## src/bts_pkg.sv

```systemverilog
// shared constants and types of the bilinear texture sampler
`default_nettype none

package bts_pkg;

   localparam int TEXEL_COUNT_DEF   = 65536;
   localparam int MAX_SIZE_LOG2_DEF = 8;

   localparam int CSR_INDEX_W = 1;
   localparam int CSR_DATA_W  = 4;

   localparam logic [CSR_INDEX_W-1:0] CSR_WIDTH_LOG2  = 1'b0;
   localparam logic [CSR_INDEX_W-1:0] CSR_HEIGHT_LOG2 = 1'b1;

   localparam logic CMD_WRITE  = 1'b0;
   localparam logic CMD_SAMPLE = 1'b1;

   localparam int ADDR_IN_W  = 16;
   localparam int COORD_W    = 32;
   localparam int FRAC_W     = 16;
   localparam int WEIGHT_W   = FRAC_W + 1;
   localparam int TEXEL_W    = 32;
   localparam int CHAN_W     = 8;
   localparam int CHAN_COUNT = 4;
   localparam int TAP_COUNT  = 4;
   localparam int LERP_W     = 24;
   localparam int PROD_W     = 40;
   localparam int RESULT_W   = 16;
   localparam int ROUND_POS  = 24;

   localparam logic [WEIGHT_W-1:0] WEIGHT_ONE = WEIGHT_W'(1) << FRAC_W;
   localparam logic [PROD_W-1:0]   ROUND_HALF = PROD_W'(1) << (ROUND_POS - 1);

   typedef struct packed {
      logic              is_sample;
      logic [FRAC_W-1:0] dx;
      logic [FRAC_W-1:0] dy;
   } bts_ctl_type;

   typedef logic [TAP_COUNT-1:0][TEXEL_W-1:0]   bts_taps_type;
   typedef logic [CHAN_COUNT-1:0][RESULT_W-1:0] bts_chan_type;

endpackage

`default_nettype wire

```

## src/bts_addr.sv

```systemverilog
// texel index, wrap and address reduction pipeline
`default_nettype none

module bts_addr import bts_pkg::*; #(
   parameter int TEXEL_COUNT   = TEXEL_COUNT_DEF,
   parameter int MAX_SIZE_LOG2 = MAX_SIZE_LOG2_DEF,
   localparam int IW = (TEXEL_COUNT > 1) ? $clog2(TEXEL_COUNT) : 1
) (
   input  wire logic                               clock,
   input  wire logic                               adv,
   input  wire logic                               command,
   input  wire logic [ADDR_IN_W-1:0]               texel_address,
   input  wire logic [TEXEL_W-1:0]                 texel_value,
   input  wire logic [FRAC_W-1:0]                  frac_u,
   input  wire logic [FRAC_W-1:0]                  frac_v,
   input  wire logic [CSR_DATA_W-1:0]              width_log2,
   input  wire logic [CSR_DATA_W-1:0]              height_log2,
   output      bts_ctl_type                        ctl_s3,
   output      logic                               wr_en_s3,
   output      logic [IW-1:0]                      wr_idx_s3,
   output      logic [TEXEL_W-1:0]                 wr_data_s3,
   output      logic [TAP_COUNT-1:0][IW-1:0]       rd_idx
);

   localparam int XW = (MAX_SIZE_LOG2 > 0) ? MAX_SIZE_LOG2 : 1;
   localparam int SW = ($clog2(MAX_SIZE_LOG2 + 1) > 0) ? $clog2(MAX_SIZE_LOG2 + 1) : 1;
   localparam int AW = 2 * XW + 1;
   localparam int LG = $clog2(TEXEL_COUNT);
   localparam int K  = AW + LG;
   localparam int MW = AW + 1;
   localparam int PW = AW + MW;
   localparam int EW = ((AW > IW) ? AW : IW) + 1;
   localparam longint unsigned RECIP_L = (64'd1 << K) / TEXEL_COUNT;
   localparam logic [MW-1:0] RECIP   = MW'(RECIP_L);
   localparam logic [EW-1:0] COUNT_E = EW'(TEXEL_COUNT);

   function automatic logic [AW-1:0] texel_addr(input logic [XW-1:0] row,
                                               input logic [XW-1:0] col,
                                               input logic [SW-1:0] sh);
      return (AW'(row) << sh) + AW'(col);
   endfunction

   // stage 1: texel indices and raw addresses
   logic [SW-1:0]              wl;
   logic [SW-1:0]              hl;
   logic [XW-1:0]              wmask;
   logic [XW-1:0]              hmask;
   logic [XW+FRAC_W-1:0]       su;
   logic [XW+FRAC_W-1:0]       sv;
   logic [XW-1:0]              x1;
   logic [XW-1:0]              x2;
   logic [XW-1:0]              y1;
   logic [XW-1:0]              y2;

   logic [TAP_COUNT-1:0][AW-1:0] addr_s1_in, addr_s1_ff;
   bts_ctl_type                  ctl_s1_in, ctl_s1_ff;
   logic                         wr_en_s1_in, wr_en_s1_ff;
   logic [IW-1:0]                wr_idx_s1_in, wr_idx_s1_ff;
   logic [TEXEL_W-1:0]           wr_data_s1_ff;

   always_comb begin
      wl    = (32'(width_log2) > MAX_SIZE_LOG2) ? SW'(MAX_SIZE_LOG2) : SW'(width_log2);
      hl    = (32'(height_log2) > MAX_SIZE_LOG2) ? SW'(MAX_SIZE_LOG2) : SW'(height_log2);
      wmask = XW'(((XW + 1)'(1) << wl) - (XW + 1)'(1));
      hmask = XW'(((XW + 1)'(1) << hl) - (XW + 1)'(1));
      su    = (XW + FRAC_W)'(frac_u) << wl;
      sv    = (XW + FRAC_W)'(frac_v) << hl;
      x1    = XW'(su >> FRAC_W) & wmask;
      y1    = XW'(sv >> FRAC_W) & hmask;
      x2    = (x1 + XW'(1)) & wmask;
      y2    = (y1 + XW'(1)) & hmask;

      addr_s1_in[0] = texel_addr(y1, x1, wl);
      addr_s1_in[1] = texel_addr(y1, x2, wl);
      addr_s1_in[2] = texel_addr(y2, x1, wl);
      addr_s1_in[3] = texel_addr(y2, x2, wl);

      ctl_s1_in.is_sample = (command == CMD_SAMPLE);
      ctl_s1_in.dx        = su[FRAC_W-1:0];
      ctl_s1_in.dy        = sv[FRAC_W-1:0];

      wr_en_s1_in  = (command == CMD_WRITE) && (32'(texel_address) < TEXEL_COUNT);
      wr_idx_s1_in = IW'(texel_address);
   end

   // stage 2: multiply by the reciprocal of the texel count
   logic [TAP_COUNT-1:0][AW-1:0] addr_s2_ff;
   logic [TAP_COUNT-1:0][PW-1:0] prod_s2_in, prod_s2_ff;
   bts_ctl_type                  ctl_s2_ff;
   logic                         wr_en_s2_ff;
   logic [IW-1:0]                wr_idx_s2_ff;
   logic [TEXEL_W-1:0]           wr_data_s2_ff;

   always_comb begin
      for (int k = 0; k < TAP_COUNT; k++) begin
         prod_s2_in[k] = PW'(addr_s1_ff[k]) * PW'(RECIP);
      end
   end

   // stage 3: remainder, at most one count too large
   logic [TAP_COUNT-1:0][AW-1:0] quot;
   logic [TAP_COUNT-1:0][EW-1:0] rem_s3_in, rem_s3_ff;
   bts_ctl_type                  ctl_s3_ff;
   logic                         wr_en_s3_ff;
   logic [IW-1:0]                wr_idx_s3_ff;
   logic [TEXEL_W-1:0]           wr_data_s3_ff;

   always_comb begin
      for (int k = 0; k < TAP_COUNT; k++) begin
         quot[k]      = AW'(prod_s2_ff[k] >> K);
         rem_s3_in[k] = EW'(addr_s2_ff[k]) - EW'(EW'(quot[k]) * COUNT_E);
      end
   end

   always_ff @(posedge clock) begin
      if (adv) begin
         addr_s1_ff    <= addr_s1_in;
         ctl_s1_ff     <= ctl_s1_in;
         wr_en_s1_ff   <= wr_en_s1_in;
         wr_idx_s1_ff  <= wr_idx_s1_in;
         wr_data_s1_ff <= texel_value;

         addr_s2_ff    <= addr_s1_ff;
         prod_s2_ff    <= prod_s2_in;
         ctl_s2_ff     <= ctl_s1_ff;
         wr_en_s2_ff   <= wr_en_s1_ff;
         wr_idx_s2_ff  <= wr_idx_s1_ff;
         wr_data_s2_ff <= wr_data_s1_ff;

         rem_s3_ff     <= rem_s3_in;
         ctl_s3_ff     <= ctl_s2_ff;
         wr_en_s3_ff   <= wr_en_s2_ff;
         wr_idx_s3_ff  <= wr_idx_s2_ff;
         wr_data_s3_ff <= wr_data_s2_ff;
      end
   end

   always_comb begin
      for (int k = 0; k < TAP_COUNT; k++) begin
         rd_idx[k] = (rem_s3_ff[k] >= COUNT_E) ? IW'(rem_s3_ff[k] - COUNT_E)
                                               : IW'(rem_s3_ff[k]);
      end
   end

   assign ctl_s3     = ctl_s3_ff;
   assign wr_en_s3   = wr_en_s3_ff;
   assign wr_idx_s3  = wr_idx_s3_ff;
   assign wr_data_s3 = wr_data_s3_ff;

endmodule

`default_nettype wire

```

## config.mk

```make
export PLATFORM = sky130hd
export DESIGN_NAME = bts_addr
export DESIGN_NICKNAME = d
export VERILOG_FILES = /design/src/bts_pkg.sv /design/src/bts_addr.sv
export SDC_FILE = /design/constraint.sdc
export NUM_CORES = 1
export LEC_CHECK = 0
export BUFFER_PORTS_ARGS = -buffer_cell sky130_fd_sc_hd__buf_2
export CORE_ASPECT_RATIO = 1.1
export CORE_MARGIN = 3
export CORE_UTILIZATION = 62
export DETAILED_ROUTE_END_ITERATION = 10
export HOLD_SLACK_MARGIN = 0.02
export PLACE_DENSITY = 0.85
export SLEW_MARGIN = 15
export SYNTH_ARGS = -nofsm -noshare
export SYNTH_HDL_FRONTEND = slang
export SYNTH_SLANG_ARGS = --single-unit
```

## constraint.sdc

```tcl
create_clock -name clock -period 10.4 [get_ports clock]
set_input_delay 2.08 -clock clock [delete_from_list [all_inputs] [get_ports clock]]
set_output_delay 2.08 -clock clock [all_outputs]
set_load 0.02 [all_outputs]
```

==> run metrics, run 1 <==
TritonCTS buffer count 42; # resized after CTS 0; CP Max Fanout 50; Placement Setup Slack 2320 ps; Post-Synth XOR/XNOR Area 0.0299; Synth Instances 1159; HP Class flip-flop to flip-flop; pin count of the biggest net entering global routing roughly 160; post-synthesis adder-cell area fraction 0.0293; WP data required 10660 ps; total number of yosys warnings 0; Setup WS post-layout 2780 ps; initial antenna violation count 4; post-synthesis mux area share 0.0510; Crit path arrival time 7890 ps; critical path class primary input to flip-flop; Clock Sinks approximately 440; register bit total from synthesis 438; power per cell area 192 mW/mm^2; ys flop type edfxtp_1; chip width ~170 microns; RePlAce Congestion 0.932; cts hold-fix bufs 0; met1 Track Usage GR 0.326; Synth Area per Inst 15.6 sq um; hpwl dp about 27000 microns; vias in the first global route 10.5k; clock insertion delay at the later pin of the skew report approximately 540 ps; sequential share of the synthesized area 0.726; Routed Wire Length 39500 microns; Final Hold Vio Count 0; Max Cap Violations 0; area post-placement 0.0197 sq mm; ys async rst share 0; vias 10.7k; Cell Count, Final, Fillers Out 1807; Tcrit/Tclk final 0.733; maximum vdd drop around 0.19 mV; Core Region 0.0287 sq mm; Setup TNS 0 ps; M2 GR Usage 0.427; maximum clock rate 131 MHz; status finished clean; drt drc 0; GRT met3 Usage 0.0487; Clock Tree Buf Depth 3; CTS tree built; commonest non-fill, non-tap cells in the layout edfxtp_1 (438), buf_2 (235), nand2_1 (85), nor2_1 (79), mux2i_1 (64); Starting Density 0.631; total power around 4.0 mW; Worst Max-Slew Pin Slew 1020 ps; Max transition margin 0.321; unrepaired setup endpoints after global routing no; DRT iter0 DRCs 1210; IO Port Bufs 236; clock transition at the registers of the reported paths 60 ps; Cell variety after synth 86; Fill cells 1762; simple-gate share of the synthesized area 0.0729; Slew Limit Fails 0; largest family of logic cells by synthesized area simple AND/OR/NAND/NOR gates; GR Util All Layers 0.250; WL/cell 21.9 microns; setup bufs post-CTS 0; Tmin final 7620 ps; Via density 5.92; Setup violations, final 0; skew final 8.54 ps; Top Usage Layer GRT met2; Clock Tree Root clkbuf_16; height of the die around 190 microns; fin nets approximately 1.5k; post-synthesis compound-gate area fraction 0.0721; fin area 0.0210 sq mm; # H-tree levels 2; Critical Path End Type flip-flop; first-pass GRT wire length 60100 microns; most common cell after layout, fill and taps aside edfxtp_1; placed cell count 1728; IO Pins around 240; layout cells sized above 1 0.238; crit start category primary input; post-synth net total 1290; EDFF count, synth 438; Leakage ~8 nW; Pre-Repair DR Iteration Count 6; Synth Cell Area 0.0181 sq mm; die area 0.0313 sq mm; area delta synth->final 15.9%; post-route ant nets 0; Site Rows 65; GRT Residual Overflow 0
[cell usage after synthesis (all sizes together) (12+ instances only)]
cell | instances | area [sq um]
edfxtp | 438 | 13200
nand2 | 86 | 325
nor2 | 79 | 297
mux2i | 65 | 654
a21oi | 45 | 225
o21ai | 42 | 210
xnor2 | 40 | 350
inv | 38 | 143
ha | 36 | 450
clkbuf | 26 | 97.6
xor2 | 21 | 191
buf | 19 | 104
nand2b | 16 | 100
a211oi | 14 | 115
a21o | 14 | 105
nand3 | 13 | 65.1
nor2b | 13 | 81.3
nor3 | 12 | 65.1
[cell type report]
class,count,area [sq um],area share
diodes,3,7.51,0.000357
clock buffers,50,1080,0.0515
clock inverters,26,256,0.0122
inverters,38,143,0.00679
multi-input cells,638,4630,0.220
flip-flops and latches,438,13200,0.626
well taps,368,460,0.0219
repair buffers,246,1280,0.0609
[cells by family after synthesis]
family,Yosys count
adder cells (fa/ha/maj),40
flip-flops,438
buffers and inverters,83
AND/OR/NAND/NOR,269
AO/OA/AOI/OAI,188
multiplexers,80
XOR/XNOR,61
[registers in the layout, indices dropped and copies added (netlist names)]
name / count
addr_s1_ff: 64
addr_s2_ff: 16
ctl_s1_ff: 33
ctl_s2_ff: 33
ctl_s3: 33
prod_s2_ff: 48
rem_s3_ff: 64
wr_data_s1_ff: 32
wr_data_s2_ff: 32
wr_data_s3: 32
wr_en_s1_ff: 1
wr_en_s2_ff: 1
wr_en_s3: 1
wr_idx_s1_ff: 16
wr_idx_s2_ff: 16
wr_idx_s3: 16
[power breakdown]
| part | switching [mW] | leakage, nW | total (mW) | internal, mW |
|---|---|---|---|---|
| combinational | 0.276 | 3.10 | 0.411 | 0.135 |
| clock | 0.631 | 0.648 | 1.46 | 0.830 |
| sequential | 0.0422 | 4.28 | 2.17 | 2.13 |
| total | 0.949 | 8.02 | 4.04 | 3.09 |
[critical path: stages]
cell and delay, ps:
buf_2 360, nor2b_1 800, nand2_1 130, ha_1 390, or2_1 280, o32ai_4 400, ha_1 310, nor2b_1 180
a21oi_1 360, nand2b_1 270, inv_1 90, ha_1 270, a21o_1 190, a21oi_1 270, o21ai_0 140, a21oi_1 250
o21bai_1 100, a21oi_1 260, nor2b_1 130, or2_2 320, nor3b_1 160, xnor2_1 140
[stage by stage]
step,hold slack (ps),util
detailed placement,405,0.685
floorplan,400,-
CTS,411,0.731
global placement,400,0.685
global route,419,0.732
finish,407,0.732
[routing by layer]
layer | vias up | part of all wire
li1 | 4888 | -
met1 | 5194 | 0.39
met2 | 525 | 0.50
met3 | 90 | 0.079
met4 | 2 | 0.030
met5 | - | 0.00033
[worst paths after layout]
path,from,to,slack (ps),cells past startpoint
worst min-delay path,addr_s1_ff[1]$_DFFE_PP_,addr_s2_ff[1]$_DFFE_PP_,410,0
worst min register to register,addr_s1_ff[1]$_DFFE_PP_,addr_s2_ff[1]$_DFFE_PP_,410,0
worst max register to register,wr_data_s1_ff[24]$_DFFE_PP_,wr_data_s2_ff[24]$_DFFE_PP_,9710,0
worst max-delay path,height_log2[3],addr_s1_ff[47]$_DFFE_PP_,2780,22
Power figures use the tool's default switching activity.
==> run 2, diff against run 1 <==
- CORE_UTILIZATION: 62 -> 58
- PLACE_DENSITY: 0.85 -> 0.8
- clock period: 10.4 -> 7.55 ns (I/O delays scaled with it)
==> run 2 against run 1 <==
  * Register-to-register slack got worse by 2800 ps
  * Combinational power rose by 39%
  * Flip-flop and latch count did not move
  * Total power rose by 36%
  * Sequential power rose by 38%
  * Wire length fell by 1.4%
  * First-iteration DRC count fell by 22%
  * Largest power group unchanged
  * Critical endpoint unchanged
  * Final cell count rose by 3.0%
  * Count of clock-buffer cells in the layout fell by 2
  * Core utilization fell by 4.1 points
  * Clock power rose by 34%
  * Critical path type unchanged
  * Non-clock buffer count rose by 17
==> run metrics, run 2 (synthesis results as in run 1) <==
CP Max Fanout 16; Clock Tree Buf Depth 3; chip width approximately 170 microns; final hold slack 411 ps; fin nets 1551; Cell Count, Final, Fillers Out 1861; Crit path arrival time 6540 ps; Clock Tree Root clkbuf_16; Leakage 8.08 nW; CTS tree built; Critical-path top delay cell o32ai_4; IO Pins 237; Most common cell on crit path a21oi_1; register share of total power 0.542; Largest regs addr_s1_ff x64, rem_s3_ff x64, prod_s2_ff x48; area post-placement 0.0198 sq mm; most common cell after layout, fill and taps aside edfxtp_1; cts hold-fix bufs 0; switching share of power 0.228; cells along the critical path buf_2 > nor2_1 > nand3_1 > ha_1 > or2_1 > o32ai_4 > ha_1 > nor2b_1 > a21oi_1 > nand2b_1 > inv_1 > ha_1 > a21o_1 > a21oi_1 > o21ai_0 > a21oi_1 > o21bai_1 > a21oi_1 > nor2b_1 > or2_2 > nor3b_1 > xnor2_1; Site Rows 67; crit start category primary input; TritonCTS buffer count 41; Comb power frac 0.104; hpwl dp 27400 microns; maximum clock rate 159 MHz; clock insertion delay at the later pin of the skew report about 540 ps; WP data required 7800 ps; worst stage delay on the critical path around 410 ps; Worst Max-Slew Pin Slew 1050 ps; DRT iter0 DRCs 947; post-route ant nets 0; Clock Sinks between 400 and 500; initial antenna violation count 4; Critical Path End Type flip-flop; IO Port Bufs 236; unrepaired setup endpoints after global routing no; height of the die 191 microns; critical path class primary input to flip-flop; # resized after CTS 0; Tcrit/Tclk final 0.834; HP Class flip-flop to flip-flop; skew final 10.4 ps; Pre-Repair DR Iteration Count 5; Net Switching 1.26 mW; GRT Residual Overflow 0; power per cell area 261 mW/mm^2; reg-to-reg slack, setup 6870 ps; clock transition at the registers of the reported paths 60 ps; Starting Density 0.592; vias in the first global route 10.3k; setup bufs post-CTS 0; layout cells sized above 1 0.246; drt drc 0; GR Util All Layers 0.229; Core Region between 0.03 and 0.04 sq mm; first-pass GRT wire length 58600 microns; Setup violations, final 0; Final Hold Vio Count 0; die area 0.0334 sq mm; Max transition margin 0.303; Pint ~4.2 mW; Via density roughly 5.7; WL/cell roughly 21 microns; pin count of the biggest net entering global routing 179; Routed Wire Length approximately 39000 microns; maximum vdd drop approximately 0.15 mV; RePlAce Congestion 0.918; Fill cells between 2k and 2.5k; vias 10.7k; Placement Setup Slack 763 ps; Top delay family on crit path compound AO/OA/AOI/OAI gates; Buf/Inv on CP 2; commonest non-fill, non-tap cells in the layout edfxtp_1 (438), buf_2 (235), nand2_1 (85), nor2_1 (79), mux2i_1 (64); area delta synth->final 16.6%; # H-tree levels 2; status finished clean; fin area 0.0211 sq mm; Setup TNS 0 ps; placed cell count between 1.5k and 2k; Slew Limit Fails 0; Tmin final 6290 ps; Max Cap Violations 0; Clock power frac 0.354; Setup WS post-layout 1260 ps
-- run 2: cell types whose count changed in the layout (fill, tap and decap cells not counted), sizes merged --
cell / change
inv: -3
buf: +17
diode: -2
clkbuf: -2
clkinv: -3
clkinvlp: +1
-- run 2: layout make-up --
class | count | area [sq um] | share of cell area
Sequential cell | 438 | 13200 | 0.622
Multi-Input combinational cell | 638 | 4630 | 0.219
Clock buffer | 48 | 1070 | 0.0508
Inverter | 38 | 143 | 0.00675
Antenna cell | 1 | 2.50 | 0.000118
Clock inverter | 21 | 213 | 0.0101
Tap cell | 414 | 518 | 0.0245
Timing Repair Buffer | 263 | 1410 | 0.0665
-- run 2: power by group through the flow --
| stage | sequential, mW | combinational (mW) | clock, mW |
|---|---|---|---|
| after global routing | 3.00 | 0.617 | 2.09 |
| after CTS | 2.99 | 0.571 | 2.00 |
| after floorplan | 3.08 | 0.268 | 0 |
| final | 2.99 | 0.572 | 1.95 |
| after detailed placement | 3.04 | 0.566 | 0 |
| after global placement | 3.03 | 0.561 | 0 |
-- run 2: final timing paths --
check | end | depth (start not counted) | from
hold reg to reg | prod_s2_ff[125]$_DFFE_PP_ | 0 | addr_s1_ff[54]$_DFFE_PP_
setup reg to reg | wr_data_s3[31]$_DFFE_PP_ | 0 | wr_data_s2_ff[31]$_DFFE_PP_
setup / recovery | addr_s1_ff[47]$_DFFE_PP_ | 22 | height_log2[1]
hold / removal | prod_s2_ff[125]$_DFFE_PP_ | 0 | addr_s1_ff[54]$_DFFE_PP_
-- run 2: metrics by stage --
step | utilization | power (mW)
floorplan | - | 3.35
global placement | 0.649 | 3.59
detailed placement | 0.649 | 3.60
CTS | 0.691 | 5.56
global route | 0.691 | 5.71
finish | 0.691 | 5.51
-- run 2: layer usage --
metal | global-route usage | vias up | share of wire
met5 | 0 | - | 0.0011
met4 | 0.0783 | 6 | 0.030
met3 | 0.0457 | 79 | 0.076
met2 | 0.385 | 448 | 0.49
met1 | 0.304 | 5229 | 0.41
li1 | - | 4931 | -
